`config.mk`:
```
export PLATFORM = sky130hd
export DESIGN_NAME = crt_ram
export DESIGN_NICKNAME = d
export VERILOG_FILES = /design/src/sv/crt_ram.sv
export SDC_FILE = /design/constraint.sdc
export NUM_CORES = 1
export LEC_CHECK = 0
export BUFFER_PORTS_ARGS = -buffer_cell sky130_fd_sc_hd__buf_2
export CORE_MARGIN = 4
export CORE_UTILIZATION = 25
export CTS_CLUSTER_SIZE = 25
export DETAILED_ROUTE_END_ITERATION = 6
export GPL_TIMING_DRIVEN = 0
export HOLD_SLACK_MARGIN = 0.15
export SETUP_SLACK_MARGIN = 0.4
export SYNTH_ARGS = -nofsm -noshare
export SYNTH_HDL_FRONTEND = slang
export SYNTH_SLANG_ARGS = --single-unit
```
`constraint.sdc`:
```
create_clock -name aclk -period 2.84 [get_ports aclk]
set_clock_uncertainty 0.2 [all_clocks]
set_input_delay 0.284 -clock aclk [delete_from_list [all_inputs] [get_ports aclk]]
set_output_delay 0.284 -clock aclk [all_outputs]
set_load 0.03 [all_outputs]
```
`src/sv/crt_ram.sv`:
```
// ----------------------------------------------------------------------------
// crt_ram: generic simple dual-port RAM
// One write port and one read port with registered read data.
// ----------------------------------------------------------------------------
module crt_ram #(
    parameter int WIDTH = 8,
    parameter int DEPTH = 64
) (
    input  logic                     aclk,
    input  logic                     we,
    input  logic [$clog2(DEPTH)-1:0] waddr,
    input  logic [WIDTH-1:0]         wdata,
    input  logic [$clog2(DEPTH)-1:0] raddr,
    output logic [WIDTH-1:0]         rdata
);

    logic [WIDTH-1:0] mem [DEPTH];

    always_ff @(posedge aclk) begin
        if (we) begin
            mem[waddr] <= wdata;
        end
        rdata <= mem[raddr];
    end

endmodule

```
Word level (Yosys, flattened, before mapping)

Memory sizes are Yosys's and may differ from the RTL's. A register that Yosys moved wholly into a read port is not among the register bits.
Index checks and enable logic that the tools add are counted.

Reductions and logical operators: 0
Shift-type cells: 0
Add/sub/neg operators: 0
$lt $le $gt $ge: 0
Eq/ne operators: 0
Bitwise logic cells: 0
Divide/modulo/power cells: 0
Multiply operators: 0
Muxes and demuxes: 2

Operators by type and width:

| kind             | count |
|---|---|
| 2-to-1 mux 1 bit | 2 |

Output and inout bits: 8
Memories: 1
Word-level logic and storage cells: 3
Bits of input ports: 22
ROM bits: 0
Memory bits (writable): 512
Bits in latches: 0
Register bits: 0

Memories:

| name | words | width | read ports | clocked after memory_dff | write ports | RTL line | RTL |
|---|---|---|---|---|---|---|---|
| mem  | 64    | 8     | 1          | 1                        | 1           | 17       | `logic [WIDTH-1:0] mem [DEPTH];` |

Logic depth before layout (Yosys ltp)

Gate-level depths: netlist of run 1.

Depth in word-level cells: 2
Mapped depth: 9
Gate-level depth less buffers: 5

Worst setup path before layout of run 1

Ideal clock, no wire load.

Path type: input to register
From: input raddr[1]
To: register rdata[3], read port of mem
Path buffers: 3
Setup slack: 688 ps
Setup time: 128 ps
Arrival: 1824 ps
Stages: 7
Required time: 2512 ps
Cell sequence: buf_4 > buf_2 > buf_2 > mux4_2 > mux4_2 > o21ai_1 > o41ai_1

RTL lines:

| element            | RTL line | RTL |
|---|---|---|
| start: declaration | 13       | `input logic [$clog2(DEPTH)-1:0] raddr,` |
| end: declaration   | 14       | `output logic [WIDTH-1:0] rdata` |

==> results.sh, run 1 <==
export IMPL_yosys_warnings=0
export IMPL_grt_first_pass_wirelength_microns=70940
export IMPL_p_leak_uw=0.007134
export IMPL_worst_ep_arrival_time_ns=2.68
export IMPL_synth_distinct_cells=40
export IMPL_grt_pass1_vias=10066
export IMPL_wirelength_microns=49270
export IMPL_dp_hpwl_microns=31360
export IMPL_synth_ff_type="edfxtp_1"
export IMPL_crit_type="input pin to flip-flop"
export IMPL_cts_buffers=50
export IMPL_rsz0062_at_grt="yes"
export IMPL_io_pin_count=30
export IMPL_syn_avg_cell_area_sq_um=21.45
export IMPL_antenna_found_initial=5
export IMPL_tritoncts="yes"
export IMPL_clock_path_buffers=3
export IMPL_drt_first_pass_iters=6
export IMPL_fillCellCount=7658
export IMPL_peakVddDrop_mv=0.4142
export IMPL_htree_levels=2
export IMPL_die_w_microns=292.0
export IMPL_r2r_setup_slack_ns=0.47
export IMPL_yosysMostFrequentCell="edfxtp_1"
export IMPL_drc_errors=0
export IMPL_finalSetupViolations=0
export IMPL_grt_overflow=0
export IMPL_via_count=9861
export IMPL_drt_vias_per_instance=4.673
export IMPL_synth_cells=940
export IMPL_fmax_ghz=0.4082
export IMPL_cts_clk_slew_worst_paths_ns=0.06
export IMPL_synth_edff_count=512
export IMPL_yosysTopAreaCellShare=0.7624
export IMPL_grt_start_max_net_pins=65
export IMPL_synth_nets=962
export IMPL_finish_utilization=0.2952
export IMPL_worstSetupEndpointType="flip-flop"
export IMPL_crit_path_start_kind="input pin"
export IMPL_powerDensity_nw_per_um2=698.3
export IMPL_clock_sinks=520
export IMPL_maxCapViolCount=0
export IMPL_drive_above_1_share=0.2750
export IMPL_async_reset_ff_frac=0
export IMPL_cts_setup_buffers=0
export IMPL_maxSlewViolCount=0
export IMPL_grtUsageTotal=0.1138
export IMPL_status="finished, final reports clean"
export IMPL_ys_top_cells_by_area="edfxtp_1 76%, mux4_2 14%, nor2_1 1.5%"
export IMPL_fin_crit_ns=2.450
export IMPL_area_delta_synth_final_pct=16.39
export IMPL_die_height_microns=292.0
export IMPL_worstMarginPinSlew_ns=1.319
export IMPL_finalCritPeriodShare=0.8626
export IMPL_syn_cell_area_sq_um=20170
export IMPL_wl_per_cell_microns=23.35
export IMPL_ant_nets=0
export IMPL_gp_congestion=0.8418
export IMPL_initial_utilization=0.2536
export IMPL_rows=103
export IMPL_crit_fanout=10
export IMPL_tns_ns=0
export IMPL_drtIter0Drc=1418
export IMPL_ys_seq_elements=520
export IMPL_yosysSeqAreaShare=0.7703
export IMPL_finalHoldViolations=0
export IMPL_maxSlewHeadroom=0.1209
export IMPL_clk_latency_ns=0.59
export IMPL_yosysTopAreaCell="edfxtp_1"
export IMPL_design_area_sq_um=23470
export IMPL_required_ns=3.07
export IMPL_min_path_type="input pin to flip-flop"
export IMPL_root_buffer="clkbuf_16"
export IMPL_synthTopCellsByCount="512 x edfxtp_1, 126 x mux4_2, 83 x nor2_1, 23 x mux2i_1, 19 x nand2_1"
export IMPL_core_area_sq_um=79520
export IMPL_place_area_sq_um=21600
export IMPL_final_nets=1041
export IMPL_port_buffers=21
export IMPL_dieArea_sq_um=85280
final timing paths:
check	from	cells after the start	to
max	raddr[4]	6	rdata[1]
min	waddr[1]	3	mem[50][5]
max reg2reg	mem[3][5]	4	rdata[5]
min reg2reg	mem[26][4]	3	rdata[4]
critical path, stage by stage:
cell,delay [ns]
buf_2,0.23
clkbuf_2,0.41
clkbuf_1,0.65
clkbuf_1,0.44
a221oi_1,0.17
o2bb2ai_1,0.46
cell usage in the layout, fill, tap and decap left out, types with 16 or more instances in the layout:
master     Yosys  routed
nand2_1       19      19
clkbuf_1      17      16
clkbuf_16      0      53
edfxtp_1     512     512
mux2i_1       23      23
mux4_2       126     126
buf_4         13      17
nor2_1        83      83
buf_2         11      31
stage by stage:
stage / hold WS, ns / power [uW] / cells / setup WS (ns)
after floorplan: 0.1829 / 9152 / 940 / 0.6883
after detailed placement: 0.5243 / 9553 / 2013 / -0.6404
final: 0.2314 / 16390 / 2110 / 0.3902
after CTS: 0.1870 / 16520 / 2108 / 0.3501
after global routing: 0.2769 / 16910 / 2108 / 0.3424
after global placement: 0.5254 / 9532 / 2011 / -0.6778
routing by layer:
layer | up-vias | global-route usage | routed length [microns]
met5 | - | 0 | 40
met4 | 6 | 0.03421 | 1405
met3 | 106 | 0.03856 | 5218
met2 | 475 | 0.1770 | 22750
met1 | 5174 | 0.1514 | 19850
li1 | 4100 | - | -
cell type report:
| class | count | area, sq um | area share |
|---|---|---|---|
| Multi-Input combinational cell | 369 | 4397 | 0.1873 |
| Buffer | 51 | 331.6 | 0.01413 |
| Sequential cell | 520 | 15530 | 0.6618 |
| Clock inverter | 35 | 392.9 | 0.01674 |
| Tap cell | 1050 | 1314 | 0.05597 |
| Antenna cell | 2 | 5.005 | 0.0002132 |
| Clock buffer | 56 | 1338 | 0.05698 |
| Timing Repair Buffer | 27 | 160.2 | 0.006823 |
kinds of logic after synthesis:
group | count (synthesis) | share of synthesized area
mux | 162 | 0.1594
buf+inv | 51 | 0.01570
flops | 520 | 0.7703
compound gates | 54 | 0.02072
simple gates | 153 | 0.03387
where the power goes:
group	leakage (uW)	internal, uW	switching, uW
Sequential	0.00467	8500	14.1
Combinational	0.00161	312	587
Clock	0.000853	4120	2860
flip-flops by register name, summed over array words and instances, names as in the netlist:
name and cells:
rdata 8, mem 512
repair_timing:
action / in CTS / in global routing
hold buffers: 4 / 0
endpoints found under the setup margin: 7 / 7
gates resized for setup: 18 / 7
endpoints found under the hold margin: 8 / 0
Power figures use the tool's default switching activity.
==> run 2, diff against run 1 <==
Settings changed: SETUP_SLACK_MARGIN 0.4 to 0.15.
==> results.sh, run 2 (synthesis results as in run 1) <==
export IMPL_status="finished, final reports clean"
export IMPL_pwr_share_seq=0.519
export IMPL_grt_start_max_net_pins=65
export IMPL_dieArea_sq_um=85280
export IMPL_final_nets=1041
export IMPL_clock_path_buffers=3
export IMPL_root_buffer="clkbuf_16"
export IMPL_rows=103
export IMPL_power_frac_clock=0.427
export IMPL_grt_first_pass_wirelength_microns=71090
export IMPL_clk_latency_ns=0.59
export IMPL_die_height_microns=292.0
export IMPL_powerDensity_nw_per_um2=699.3
export IMPL_max_stage_delay_ns=0.91
export IMPL_port_buffers=21
export IMPL_finalSetupViolations=0
export IMPL_drt_first_pass_iters=6
export IMPL_clock_sinks=520
export IMPL_die_w_microns=292.0
export IMPL_cp_depth=5
export IMPL_cts_clk_slew_worst_paths_ns=0.06
export IMPL_p_int_uw=12930
export IMPL_largest_reg_flops=512
export IMPL_cts_setup_buffers=0
export IMPL_cts_buffers=50
export IMPL_core_area_sq_um=79520
export IMPL_gp_congestion=0.8418
export IMPL_path_cells="dlygate4sd3_1 > buf_2 > nor2b_1 > nand2_1 > nor2_1"
export IMPL_worst_r2r_path_depth=5
export IMPL_area_delta_synth_final_pct=16.22
export IMPL_place_area_sq_um=21600
export IMPL_drtIter0Drc=1340
export IMPL_worst_ep_arrival_time_ns=2.74
export IMPL_min_path_cells=3
export IMPL_total_power_uw=16390
export IMPL_p_leak_uw=0.007106
export IMPL_initial_utilization=0.2536
export IMPL_fin_crit_ns=2.730
export IMPL_grt_overflow=0
export IMPL_antenna_found_initial=5
export IMPL_cpLargestDelayFamily="simple AND/OR/NAND/NOR gates"
export IMPL_finalCritPeriodShare=0.9612
export IMPL_busiest_layer="met2"
export IMPL_swShare=0.2113
export IMPL_met1_usage=0.1551
export IMPL_drive_above_1_share=0.2769
export IMPL_min_path_type="input pin to flip-flop"
export IMPL_finalHoldViolations=0
export IMPL_drc_errors=0
export IMPL_worstSetupEndpointType="flip-flop"
export IMPL_crit_path_start_kind="input pin"
export IMPL_ant_nets=0
export IMPL_wl_per_cell_microns=23.21
export IMPL_io_pin_count=30
export IMPL_grtUsageTotal=0.1135
export IMPL_grt_pass1_vias=10055
export IMPL_maxCapViolCount=0
export IMPL_peakVddDrop_mv=0.4140
export IMPL_design_area_sq_um=23440
export IMPL_required_ns=2.85
export IMPL_top_regs="mem: 512 flops, rdata: 8 flops"
export IMPL_pwr_share_comb=0.054
export IMPL_worstMarginPinSlew_ns=1.308
export IMPL_fillCellCount=7662
export IMPL_gr_usage_met3=0.03164
export IMPL_via_count=9853
export IMPL_maxSlewHeadroom=0.1282
export IMPL_slowest_stage="nor2_1"
export IMPL_dp_hpwl_microns=31360
export IMPL_htree_levels=2
export IMPL_tritoncts="yes"
export IMPL_rsz0062_at_grt="yes"
export IMPL_maxSlewViolCount=0
export IMPL_fmax_ghz=0.3663
export IMPL_layout_commonest_cell="edfxtp_1"
export IMPL_layout_common_cells="512 x edfxtp_1, 126 x mux4_2, 73 x nor2_1"
export IMPL_crit_fanout=8
export IMPL_drt_vias_per_instance=4.665
export IMPL_crit_type="input pin to flip-flop"
export IMPL_critPathBufInv=2
export IMPL_wirelength_microns=49010
export IMPL_switching_power_uw=3463
export IMPL_grt_use_met2=0.1783
export IMPL_regMostFlops="mem"
==> run 2: changes by cell type in the layout (fill, tap and decap cells not counted), moves of 2 or more <==
| cell | before | now |
|---|---|---|
| nor2_2 | 0 | 10 |
| nor3_1 | 5 | 7 |
| nor2_1 | 83 | 73 |
| o41ai_2 | 0 | 2 |
| diode_2 | 2 | 4 |
| clkbuf_1 | 16 | 19 |
| nor3_2 | 2 | 0 |
| o41ai_4 | 2 | 0 |
| buf_4 | 17 | 15 |
==> run 2: power by group through the flow <==
| stage | registers [uW] | clock network, uW | logic (uW) |
|---|---|---|---|
| 2_1_floorplan | 8700 | 0 | 453 |
| 3_3_place_gp | 8670 | 0 | 859 |
| 6_report | 8510 | 6990 | 885 |
| 4_1_cts | 8510 | 7110 | 885 |
| 5_1_grt | 8510 | 7450 | 936 |
| 3_5_place_dp | 8680 | 0 | 876 |
==> run 2: timing repair <==
action                                 4_1_cts  5_1_grt
gates resized for setup                      2       18
setup endpoints to repair                    2      113
endpoints found under the hold margin        9        0
pin swaps                                    0        0
hold buffers                                 4        0
==> run 2: final timing paths <==
| check | end | slack, ns | startpoint |
|---|---|---|---|
| worst max-delay path | mem[0][0] | 0.11 | we |
| worst min register to register | rdata[6] | 0.84 | mem[26][6] |
| worst max register to register | rdata[6] | 0.29 | mem[16][6] |
| worst min-delay path | mem[50][2] | 0.25 | waddr[1] |
==> run 2: cell type report <==
cell class | instances | area, sq um | area share
sequential | 520 | 15530 | 0.6628
timing repair buffer | 27 | 160.2 | 0.006833
clock buffer | 56 | 1338 | 0.05707
multi-input combinational | 369 | 4369 | 0.1864
buffer | 51 | 320.3 | 0.01367
tap | 1050 | 1314 | 0.05605
antenna | 4 | 10.01 | 0.0004271
clock inverter | 35 | 392.9 | 0.01676
==> run 2: worst register-to-register path, cell delays in order, from the launching register on <==
cell and delay, ns:
edfxtp_1 0.36, mux4_2 0.48, mux2_2 0.32, o221a_2 0.29, nor3_1 0.50, o32ai_2 0.23
==> run 2: stage by stage <==
step	utilization	setup slack (ns)	std cells	TNS [ns]	hold slack, ns
2_1_floorplan	-	0.6883	940	0	0.1829
3_3_place_gp	0.2715	-0.6778	2011	-3.801	0.5254
3_5_place_dp	0.2717	-0.6404	2013	-5.767	0.5243
4_1_cts	0.2941	0.1509	2108	0	0.1870
5_1_grt	0.2946	0.06323	2108	0	0.2687
6_report	0.2948	0.1102	2112	0	0.2463
==> run 2: metal layers <==
layer  vias to the layer above  wire length [microns]
met5                         -                     27
met4                         4                   1147
met3                        82                   4575
met2                       438                  22870
met1                      5232                  20390
li1                       4097                      -
