`config.mk`:
```
export PLATFORM = sky130hd
export DESIGN_NAME = crt_mean_unit
export DESIGN_NICKNAME = d
export VERILOG_FILES = /design/src/sv/crt_pkg.sv /design/src/sv/crt_mean_unit.sv
export SDC_FILE = /design/constraint.sdc
export NUM_CORES = 1
export LEC_CHECK = 0
export ABC_AREA = 1
export BUFFER_PORTS_ARGS = -buffer_cell sky130_fd_sc_hd__buf_2
export CORE_ASPECT_RATIO = 1.1
export CORE_MARGIN = 3
export CORE_UTILIZATION = 50
export CTS_CLUSTER_DIAMETER = 150
export DETAILED_ROUTE_END_ITERATION = 6
export PLACE_DENSITY = 0.68
export SYNTH_ARGS = -nofsm -noshare
export SYNTH_HDL_FRONTEND = slang
export SYNTH_SLANG_ARGS = --single-unit
export TNS_END_PERCENT = 50
```
`constraint.sdc`:
```
create_clock -name aclk -period 8.8 [get_ports aclk]
set_clock_uncertainty 0.05 [all_clocks]
set_input_delay 2.64 -clock aclk [delete_from_list [all_inputs] [get_ports aclk]]
set_output_delay 2.64 -clock aclk [all_outputs]
set_load 0.02 [all_outputs]
```
`src/sv/crt_pkg.sv`:
```
// ----------------------------------------------------------------------------
// crt_pkg: shared definitions for the client RSSI table
// Field widths, action and status codes, and stream bus widths.
// ----------------------------------------------------------------------------
package crt_pkg;

    localparam int MAC_W  = 48;
    localparam int RSSI_W = 8;
    localparam int ACT_W  = 2;
    localparam int STAT_W = 2;

    typedef logic [ACT_W-1:0]         action_t;
    typedef logic [STAT_W-1:0]        status_t;
    typedef logic [MAC_W-1:0]         mac_t;
    typedef logic signed [RSSI_W-1:0] rssi_t;

    localparam action_t ACT_ADD    = 2'd0;
    localparam action_t ACT_REMOVE = 2'd1;
    localparam action_t ACT_UPDATE = 2'd2;
    localparam action_t ACT_LOCATE = 2'd3;

    localparam status_t STAT_OK        = 2'd0;
    localparam status_t STAT_NOT_FOUND = 2'd1;
    localparam status_t STAT_FULL      = 2'd2;

    // Input transfer: action, client_mac, ap_mac, rssi (106 bits, padded to 112).
    localparam int S_TDATA_W = 112;
    // Result transfer: status, found_ap_mac, last_rssi, mean_rssi (66 bits, padded to 72).
    localparam int M_TDATA_W = 72;

    localparam int M_AMAC_LSB = STAT_W;
    localparam int M_LAST_LSB = M_AMAC_LSB + MAC_W;
    localparam int M_MEAN_LSB = M_LAST_LSB + RSSI_W;
    localparam int M_USED_W   = M_MEAN_LSB + RSSI_W;

endpackage

```
`src/sv/crt_mean_unit.sv`:
```
// ----------------------------------------------------------------------------
// crt_mean_unit: iterative trimmed mean
// Walks the samples one per cycle for sum, minimum and maximum, then trims the
// sum and divides it by the sample count less two with a reciprocal multiply.
// ----------------------------------------------------------------------------
module crt_mean_unit #(
    parameter int HISTORY_LEN = 5
) (
    input  logic                                   aclk,
    input  logic                                   aresetn,
    input  logic                                   start,
    input  logic [crt_pkg::RSSI_W*HISTORY_LEN-1:0] hist,
    output logic                                   done,
    output crt_pkg::rssi_t                         mean
);

    localparam int KW      = $clog2(HISTORY_LEN);
    localparam int SW      = crt_pkg::RSSI_W + $clog2(HISTORY_LEN) + 1;
    localparam int DIVISOR = HISTORY_LEN - 2;
    // The scale leaves the rounding error of the reciprocal below one quotient
    // step for every trimmed magnitude up to 128 times the divisor.
    localparam int SH      = crt_pkg::RSSI_W + 2 * $clog2(DIVISOR) + 1;
    localparam int RECIP   = (2**SH + DIVISOR - 1) / DIVISOR;
    localparam int PW      = SW + SH;

    localparam logic [1:0] M_IDLE = 2'd0;
    localparam logic [1:0] M_ACC  = 2'd1;
    localparam logic [1:0] M_TRIM = 2'd2;
    localparam logic [1:0] M_DIV  = 2'd3;

    logic [1:0]           mstate_reg, mstate_next;
    logic [KW-1:0]        k_reg, k_next;
    logic                 done_reg, done_next;
    logic signed [SW-1:0] sum_reg, sum_next;
    logic signed [SW-1:0] lo_reg, lo_next;
    logic signed [SW-1:0] hi_reg, hi_next;
    logic                 neg_reg, neg_next;
    logic [SW-1:0]        mag_reg, mag_next;
    crt_pkg::rssi_t       mean_reg, mean_next;

    logic [crt_pkg::RSSI_W-1:0] sample;
    logic signed [SW-1:0]       v;
    logic signed [SW-1:0]       trimmed;
    logic [PW-1:0]              prod;
    logic [crt_pkg::RSSI_W-1:0] quot;

    assign sample  = hist[k_reg*crt_pkg::RSSI_W +: crt_pkg::RSSI_W];
    assign v       = {{(SW-crt_pkg::RSSI_W){sample[crt_pkg::RSSI_W-1]}}, sample};
    assign trimmed = sum_reg - lo_reg - hi_reg;
    assign prod    = PW'(mag_reg) * PW'(RECIP);
    assign quot    = prod[SH +: crt_pkg::RSSI_W];

    always_comb begin
        mstate_next = mstate_reg;
        k_next      = k_reg;
        done_next   = 1'b0;
        sum_next    = sum_reg;
        lo_next     = lo_reg;
        hi_next     = hi_reg;
        neg_next    = neg_reg;
        mag_next    = mag_reg;
        mean_next   = mean_reg;
        case (mstate_reg)
            M_IDLE: begin
                if (start) begin
                    k_next      = '0;
                    mstate_next = M_ACC;
                end
            end
            M_ACC: begin
                if (k_reg == '0) begin
                    sum_next = v;
                    lo_next  = v;
                    hi_next  = v;
                end else begin
                    sum_next = sum_reg + v;
                    lo_next  = (v < lo_reg) ? v : lo_reg;
                    hi_next  = (v > hi_reg) ? v : hi_reg;
                end
                k_next = k_reg + KW'(1);
                if (k_reg == KW'(HISTORY_LEN - 1)) begin
                    mstate_next = M_TRIM;
                end
            end
            M_TRIM: begin
                // Divide the magnitude and restore the sign, which truncates toward zero.
                neg_next    = trimmed[SW-1];
                mag_next    = trimmed[SW-1] ? SW'(-trimmed) : SW'(trimmed);
                mstate_next = M_DIV;
            end
            M_DIV: begin
                mean_next   = neg_reg ? crt_pkg::rssi_t'(-quot) : crt_pkg::rssi_t'(quot);
                done_next   = 1'b1;
                mstate_next = M_IDLE;
            end
            default: begin
                mstate_next = M_IDLE;
            end
        endcase
    end

    always_ff @(posedge aclk) begin
        if (!aresetn) begin
            mstate_reg <= M_IDLE;
            done_reg   <= 1'b0;
        end else begin
            mstate_reg <= mstate_next;
            done_reg   <= done_next;
        end
    end

    always_ff @(posedge aclk) begin
        k_reg    <= k_next;
        sum_reg  <= sum_next;
        lo_reg   <= lo_next;
        hi_reg   <= hi_next;
        neg_reg  <= neg_next;
        mag_reg  <= mag_next;
        mean_reg <= mean_next;
    end

    assign done = done_reg;
    assign mean = mean_reg;

endmodule

```
After elaboration in Yosys (flattened, before gate mapping)

Cells that the tools add are included.

$add $sub $neg: 6
$mul: 1
Divide/modulo/power cells: 0
Order comparisons: 2
Equality and inequality tests: 6
Shift-type cells: 1
Mux-type cells: 13
Bitwise logic cells: 0
Reductions and logical operators: 9

Operators by type and width:

| operator               | number |
|---|---|
| $mux 12                | 5 |
| $shiftx 40x7->8        | 1 |
| $sub 12x12->12         | 2 |
| $mul 12x12->21 const B | 1 |
| $add 12x8->12          | 1 |
| $gt 8x12->1            | 1 |
| $lt 8x12->1            | 1 |
| $neg 12->12            | 1 |
| $mux 11                | 1 |
| $mux 8                 | 1 |
| $neg 8->8              | 1 |
| $pmux 2 s4             | 1 |
| $reduce_and 2->1       | 4 |
| $pmux 3 s2             | 1 |
| $reduce_bool 2->1      | 3 |
| $eq 2x2->1 const B     | 2 |
| $mux 2                 | 2 |
| $ne 2x2->1 const B     | 2 |
| $add 3x1->3 const B    | 1 |
| $eq 3x3->1 const B     | 1 |
| $logic_not 3->1        | 1 |
| $mux 3                 | 1 |
| $eq 2x1->1 const B     | 1 |
| $logic_not 2->1        | 1 |
| $mux 1                 | 1 |

Bits in registers: 63
Bits in latches: 0
RAM bits: 0
Bits in read-only memories: 0
Input port bits: 43
Output and inout bits: 9
Logic and storage cells: 48
Memories kept: 0

Logic depth before layout (Yosys ltp)

Gate-level depths: netlist of the first run.

Word-level depth: 4
Gate-level depth with buffers: 27
Depth with buffers taken out: 27

Worst setup path after synthesis of the first run

OpenSTA, ideal clock, no wires.

Kind: input-to-reg
Start point: input port hist[25] in the netlist's numbering
End point: register hi_reg[0] (enable)
Setup time: 375 ps
Data arrival time: 4458 ps
Required time: 8375 ps
Slack: 3916 ps
Cell stages on the path: 12
Path buffers: 0
Path through: a21oi_1 > a221o_1 > o21ai_0 > ha_1 > inv_1 > o21bai_1 > nand3_1 > a21oi_1 > o21ai_0 > nand2_1 > o311ai_0 > a21oi_1

Longest elaborated chain between the ends: 4

RTL lines:

| what                        | line                 | RTL |
|---|---|---|
| start: declaration          | crt_mean_unit.sv:12  | `input logic [crt_pkg::RSSI_W*HISTORY_LEN-1:0] hist,` |
| $shiftx 40x7->8             | crt_mean_unit.sv:47  | `assign sample = hist[k_reg*crt_pkg::RSSI_W +: crt_pkg::RSSI_W];` |
| named net sample, one bit   | crt_mean_unit.sv:41  | `logic [crt_pkg::RSSI_W-1:0] sample;` |
| $gt 8x12->1                 | crt_mean_unit.sv:78  | `hi_next = (v > hi_reg) ? v : hi_reg;` |
| $reduce_bool 2->1 (no line) | -                    |  |
| $reduce_and 2->1 (no line)  | -                    |  |
| end signal: assignment      | crt_mean_unit.sv:116 | `hi_reg <= hi_next;` |
| end: declaration            | crt_mean_unit.sv:36  | `logic signed [SW-1:0] hi_reg, hi_next;` |

The timed path passes the listed nets, and every way through them passes these cells.
A chain may end at the register's enable or synchronous reset.

Worst setup path in the final report of the first run

Start point: register mag_reg[1]
End point: register mean_reg[6], in the netlist mean[6], data pin

Longest elaborated chain between the ends: 3

RTL lines:

| what                     | line                 | RTL |
|---|---|---|
| start: declaration       | crt_mean_unit.sv:38  | `logic [SW-1:0] mag_reg, mag_next;` |
| start signal: assignment | crt_mean_unit.sv:118 | `mag_reg <= mag_next;` |
| $mul 12x12->21 *         | crt_mean_unit.sv:50  | `assign prod = PW'(mag_reg) * PW'(RECIP);` |
| $neg 8->8                | crt_mean_unit.sv:92  | `mean_next = neg_reg ? crt_pkg::rssi_t'(-quot) : crt_pkg::rssi_t'(quot);` |
| $mux 8 *                 | crt_mean_unit.sv:92  |  |
| end signal: assignment   | crt_mean_unit.sv:119 | `mean_reg <= mean_next;` |
| end: declaration         | crt_mean_unit.sv:39  | `crt_pkg::rssi_t mean_reg, mean_next;` |

Every way passes the cells marked *; elsewhere a longest branch is shown, timed or not.

==> qor.yml, run 1 <==
worst_setup_path:
  endpoint: "mean[6]$_DFFE_PP_"
  critPathCaptureType: "flip-flop"
  critPathRequiredTime_ps: 8810
  critPathKind: "flip-flop to flip-flop"
  crit_arrival_ps: 5190
  cp_max_fo: 7
  startpoint: "mag_reg[1]$_DFFE_PP_"
  reg2regPathDepth: 20
  r2r_slack_ps: 3620
  r2r_end: "mean[6]$_DFFE_PP_"
  r2r_start: "mag_reg[1]$_DFFE_PP_"
  critical_path.startpoint_type: "flip-flop"
worst_hold_path:
  hold_start: "mstate_reg[1]$_SDFFE_PN0P_"
  hp-class: "flip-flop to flip-flop"
detailed_routing:
  drc: 0
  dr.pass1.iters: 4
  num_vias: 5422
  routed_wl_um: 13980
  dr.first_iter.drc_count: 229
  via_per_inst: 5.058
  ant_nets: 0
  wire_per_inst_um: 13.04
sta:
  hold_slack_ps: 482.3
  setup_tns_ps: 0
  period_share: 0.5887
  max_slew_margin: 0.4314
  finalMaxSlewViolations: 0
  tightest_slew_ps: 844.0
  fmax_mhz: 193.0
  hold_viol_final: 0
  rsz0062_at_grt: "false"
  setup_violations: 0
  period_minus_slack_ps: 5181
status:
  status: "complete, no violations"
yosys:
  syn_area_um2: 7005
  syn_inst: 834
  ys.flop_type: "edfxtp_1"
  ys_async_sr_fraction: 0
  yosysUniqueCellTypes: 45
  synth_nets: 1046
  synth_edf_count: 52
  synth_warnings: 0
  avgSynthCellArea_um2: 8.400
  ys_seq_area_frac: 0.2315
  ys_ff_latch: 55
placement:
  gp_congestion: 0.8407
  dp.cells: 1064
  numPortBuffers: 51
  hpwl_um: 12030
floorplan:
  rows: 44
  start_util: 0.5215
  ios: 52
  core_region_area_um2: 13430
  fp.dieW_um: 118.9
  die_h_um: 130.1
  fp.dieArea_um2: 15470
final_layout:
  layout.cells.non_filler: 1072
  mostFrequentLayoutCell: "inv_1"
  seqCellArea_um2: 1622
  multiInputGateArea_um2: 4664
  fin_nets: 1099
  layout_common_cells: "inv_1, nand2_1, ha_1"
  num-fill-cells: 1337
  drive_gt1_frac: 0.08671
  insertedDiodeCount: 0
  syn2layout_area_growth_pct: 8.644
clock_network:
  cts_tree: "built"
  cts_sinks: 55
  cts_buffers: 5
  ctsHtreeMaxLevel: 2
  cts_hold_buf: 0
  clkTransAtPathRegs_ps: 70
  ctsLongestPathBuffers: 2
  root_buffer: "clkbuf_16"
  post_cts_buffers: 0
  clkLatencyLatePin_ps: 310
  cts.repair.resized: 0
run:
  maxCapViolCount: 0
global_route:
  track_usage: 0.1965
  grt_pass1_vias: 5450
  grt_max_degree: 20
  grt_pass1_wl_um: 24790
  grt-ovfl-total: 0
  antenna_found_initial: 0
[worst max-delay path, stage by stage, from the launching register on]
cell	delay, ps
edfxtp_1	540
ha_1	420
fa_1	520
inv_1	60
fa_1	520
inv_1	50
fa_1	500
fa_1	510
ha_1	330
nand2_1	120
o21ai_0	350
inv_1	110
nand3_1	100
nand2_1	50
nand2_1	100
ha_1	180
nand2_1	60
nor2_1	140
nand2_1	80
nand3b_1	80
nand2_1	50
[layer usage]
metal | vias to the layer above | part of all wire | track usage | wire length (um)
met5 | - | 0 | 0 | 0
met4 | 0 | 0.020 | 0.05590 | 278
met3 | 15 | 0.028 | 0.03034 | 392
met2 | 79 | 0.52 | 0.3726 | 7326
met1 | 2511 | 0.43 | 0.2314 | 5983
li1 | 2817 | - | - | -
[how the worst min path moves through the flow]
stage | endpoint | cells past startpoint | slack (ps)
floorplan | mstate_reg[1]$_SDFFE_PN0P_ | 2 | 440
global placement | mstate_reg[1]$_SDFFE_PN0P_ | 2 | 470
detailed placement | mstate_reg[1]$_SDFFE_PN0P_ | 2 | 480
CTS | mstate_reg[1]$_SDFFE_PN0P_ | 2 | 490
global route | mstate_reg[1]$_SDFFE_PN0P_ | 2 | 520
finish | mstate_reg[1]$_SDFFE_PN0P_ | 2 | 480
[cell families (layout without fill, tap and decap cells)]
kind of cell / after synthesis / in the layout / share of synthesized area
fa+ha+maj: 169 / 169 / 0.3543
xor+xnor: 38 / 38 / 0.05072
flops: 55 / 55 / 0.2315
simple gates: 271 / 271 / 0.1629
buf+inv: 188 / 242 / 0.1027
compound gates: 113 / 113 / 0.09787
[cell type report]
cell class              count  share of cell area
inverters                 181             0.08927
well taps                 184             0.03025
clock inverters             2            0.002137
repair buffers             53             0.03551
clock buffers               6             0.01693
flip-flops and latches     55              0.2131
multi-input cells         591              0.6129
[metrics by stage]
stage | setup WS [ps] | instance area [um^2] | utilization
final | 3619 | 7611 | 0.5666
after global routing | 3292 | 7611 | 0.5666
after CTS | 3594 | 7611 | 0.5666
after detailed placement | 3432 | 7466 | 0.5558
after global placement | 3479 | 7466 | 0.5558
after floorplan | 3916 | 7005 | -
[cell usage after synthesis (2+ instances only)]
cell type / n / share of area
xor2_1: 20 / 0.025
inv_1: 179 / 0.096
a21oi_1: 48 / 0.034
o21bai_1: 2 / 0.0021
nor3_1: 8 / 0.0057
a21oi_2: 3 / 0.0038
xnor2_1: 15 / 0.019
ha_1: 120 / 0.21
fa_1: 49 / 0.14
or2_2: 3 / 0.0027
nor2_1: 40 / 0.021
nand4_1: 9 / 0.0080
xor2_2: 2 / 0.0046
nand3_2: 2 / 0.0029
o21ai_0: 28 / 0.020
nand2_1: 165 / 0.088
clkbuf_1: 2 / 0.0011
nand3b_1: 3 / 0.0032
buf_4: 3 / 0.0032
buf_2: 2 / 0.0014
nand3_1: 35 / 0.025
edfxtp_1: 52 / 0.22
a21o_1: 6 / 0.0064
a31oi_1: 4 / 0.0036
dfxtp_1: 3 / 0.0086
o21a_1: 3 / 0.0032
nand2_2: 2 / 0.0018
a221o_1: 7 / 0.010
a211oi_1: 2 / 0.0021
nor4_1: 2 / 0.0018
Power of run 1 is not shown: default switching activity piles up to over one toggle a cycle in this logic, so the estimate is an artifact.
==> inputs of run 2 (changes only) <==
--- a/config.mk
+++ b/config.mk
@@ -5,7 +5,7 @@
 export SDC_FILE = /design/constraint.sdc
 export NUM_CORES = 1
 export LEC_CHECK = 0
-export ABC_AREA = 1
+export ABC_AREA = 0
 export BUFFER_PORTS_ARGS = -buffer_cell sky130_fd_sc_hd__buf_2
 export CORE_ASPECT_RATIO = 1.1
 export CORE_MARGIN = 3
==> constraint.sdc (replaced) <==
create_clock -name aclk -period 4.9 [get_ports aclk]
set_clock_uncertainty 0.05 [all_clocks]
set_input_delay 1.47 -clock aclk [delete_from_list [all_inputs] [get_ports aclk]]
set_output_delay 1.47 -clock aclk [all_outputs]
set_load 0.02 [all_outputs]
==> run 2 against run 1 <==
- the run now ends with setup timing left
- fmax grew 2.4%
- wire length shrank 6.2%
- clock-buffer cell count grew 1
- highest routed layer unchanged
- core utilization grew 4.5 points
- synthesized area shrank 5.8%
==> qor.yml, run 2 <==
detailed_routing:
  wire_per_inst_um: 14.65
  dr.pass1.iters: 4
  drc: 0
  dr.first_iter.drc_count: 190
  ant_nets: 0
  num_vias: 4825
  via_per_inst: 5.391
  routed_wl_um: 13110
clock_network:
  ctsLongestPathBuffers: 2
  cts_tree: "built"
  clkTransAtPathRegs_ps: 70
  cts_sinks: 55
  cts_buffers: 5
  ctsHtreeMaxLevel: 2
  clkLatencyLatePin_ps: 300
  cts_hold_buf: 0
  root_buffer: "clkbuf_16"
final_layout:
  utilization: 0.6115
  drive_gt1_frac: 0.2195
  mostFrequentLayoutCell: "inv_1"
  num-fill-cells: 1029
  syn2layout_area_growth_pct: 18.16
  seqCellArea_um2: 1622
  insertedDiodeCount: 0
  layout_common_cells: "inv_1, ha_1, edfxtp_1, buf_4, buf_2"
  fin_nets: 949
  fin_area_um2: 7797
  multiInputGateArea_um2: 4723
floorplan:
  core_region_area_um2: 12750
  fp.dieW_um: 115.5
  fp.dieArea_um2: 14610
  start_util: 0.5175
  die_h_um: 126.5
  ios: 52
  rows: 43
yosys:
  avgSynthCellArea_um2: 10.44
  ys_seq_area_frac: 0.2457
  yosys.cell_count.top_type: "inv_1"
  syn_inst: 632
  ys_top_cells_by_area: "edfxtp_1, ha_1, fa_1"
  synth_top_area_cell: "edfxtp_1"
  syn_area_um2: 6599
  synth_top_area_frac: 0.2366
  synth_nets: 844
  ys.flop_type: "edfxtp_1"
  synthTopCellsByCount: "inv_1, ha_1, edfxtp_1"
  yosysUniqueCellTypes: 63
  synth_warnings: 0
  ys_async_sr_fraction: 0
  synth_edf_count: 52
  ys_ff_latch: 55
sta:
  max_slew_margin: 0.4451
  setup_tns_ps: -373.4
  setup_violations: 4
  period_share: 1.032
  hold_viol_final: 0
  tightest_slew_ps: 832.4
  fmax_mhz: 197.7
  rsz0062_at_grt: "true"
  setup_slack_ps: -159.2
  period_minus_slack_ps: 5059
  finalMaxSlewViolations: 0
global_route:
  grt_pass1_wl_um: 22780
  grt_max_degree: 23
  track_usage: 0.1893
  grt-ovfl-total: 0
  antenna_found_initial: 0
  grt_pass1_vias: 5215
worst_setup_path:
  reg2regPathDepth: 18
  r2r_slack_ps: -160
  critical_path.startpoint_type: "flip-flop"
  cp_max_fo: 4
  crit_arrival_ps: 5050
  critPathRequiredTime_ps: 4900
  critPathCaptureType: "flip-flop"
  critPathKind: "flip-flop to flip-flop"
status:
  violations: "setup timing"
  status: "finished with violations"
placement:
  numPortBuffers: 51
  hpwl_um: 11350
  place_area_um2: 7455
  gp_congestion: 0.8851
worst_hold_path:
  hp-class: "flip-flop to flip-flop"
  holdPathStages: 2
run:
  maxCapViolCount: 0
## run 2: changes by cell type after synthesis, moves of 9 or more
cell and change:
nand2_1 -142, inv_1 -58, a21oi_1 -27, nand3_1 -27, xnor2_1 +15, o21ai_0 -14, nor2_1 -13, nor2b_1 +9
## run 2: final cells by class
| cell class | instances | share of cell area |
|---|---|---|
| timing repair buffer | 104 | 0.08424 |
| inverter | 122 | 0.05873 |
| multi-input combinational | 449 | 0.6057 |
| clock inverter | 1 | 0.001123 |
| tap | 157 | 0.02519 |
| clock buffer | 7 | 0.01701 |
| sequential | 55 | 0.2080 |
## run 2: metrics by stage
step	worst slack, ps	hold WS [ps]	cells
after floorplan	-28.03	449.7	632
after global placement	-94.09	459.3	877
after detailed placement	-273.9	479.5	877
after CTS	-183.4	490.0	890
after global routing	-343.6	528.2	895
final	-159.2	488.2	895
## run 2: metal layers
| layer | vias up | part of all wire | track usage |
|---|---|---|---|
| met5 | - | 0 | 0 |
| met2 | 83 | 0.55 | 0.3648 |
| met4 | 0 | 0.022 | 0.05663 |
| li1 | 2391 | - | - |
| met1 | 2328 | 0.39 | 0.2153 |
| met3 | 23 | 0.029 | 0.02052 |
## run 2: logic make-up (layout without fill, tap and decap cells)
| group | Yosys count | after routing | share of synthesized area |
|---|---|---|---|
| fa+ha+maj | 169 | 169 | 0.3762 |
| buf+inv | 128 | 234 | 0.07281 |
| simple gates | 110 | 110 | 0.08381 |
| compound gates | 107 | 107 | 0.1170 |
| flops | 55 | 55 | 0.2457 |
| xor+xnor | 48 | 48 | 0.06579 |
| mux | 15 | 15 | 0.03868 |
## run 2: worst paths after layout
kind	to	startpoint
worst max-delay path	mean[7]$_DFFE_PP_	mag_reg[1]$_DFFE_PP_
worst min-delay path	mstate_reg[0]$_SDFFE_PN0P_	mstate_reg[0]$_SDFFE_PN0P_
worst max register to register	mean[7]$_DFFE_PP_	mag_reg[1]$_DFFE_PP_
worst min register to register	mstate_reg[0]$_SDFFE_PN0P_	mstate_reg[0]$_SDFFE_PN0P_
## run 2: worst max-delay path, cell delays in order (launching register included)
cell and delay [ps]:
edfxtp_1 460, buf_4 180, ha_2 180, xor2_1 180
ha_1 280, inv_1 50, fa_1 530, inv_1 50
fa_1 530, inv_1 60, fa_1 530, inv_1 60
ha_4 250, o21ai_4 160, a221oi_4 120, or4_1 490
o21a_2 180, o31ai_4 250, xnor3_1 230
## run 2: timing repair
item | CTS | global route
gates resized for setup | 9 | 14
setup endpoints to repair | 4 | 7
pin swaps | 10 | 14
setup buffers | 5 | 5
Power of run 2 is left out for the same reason.
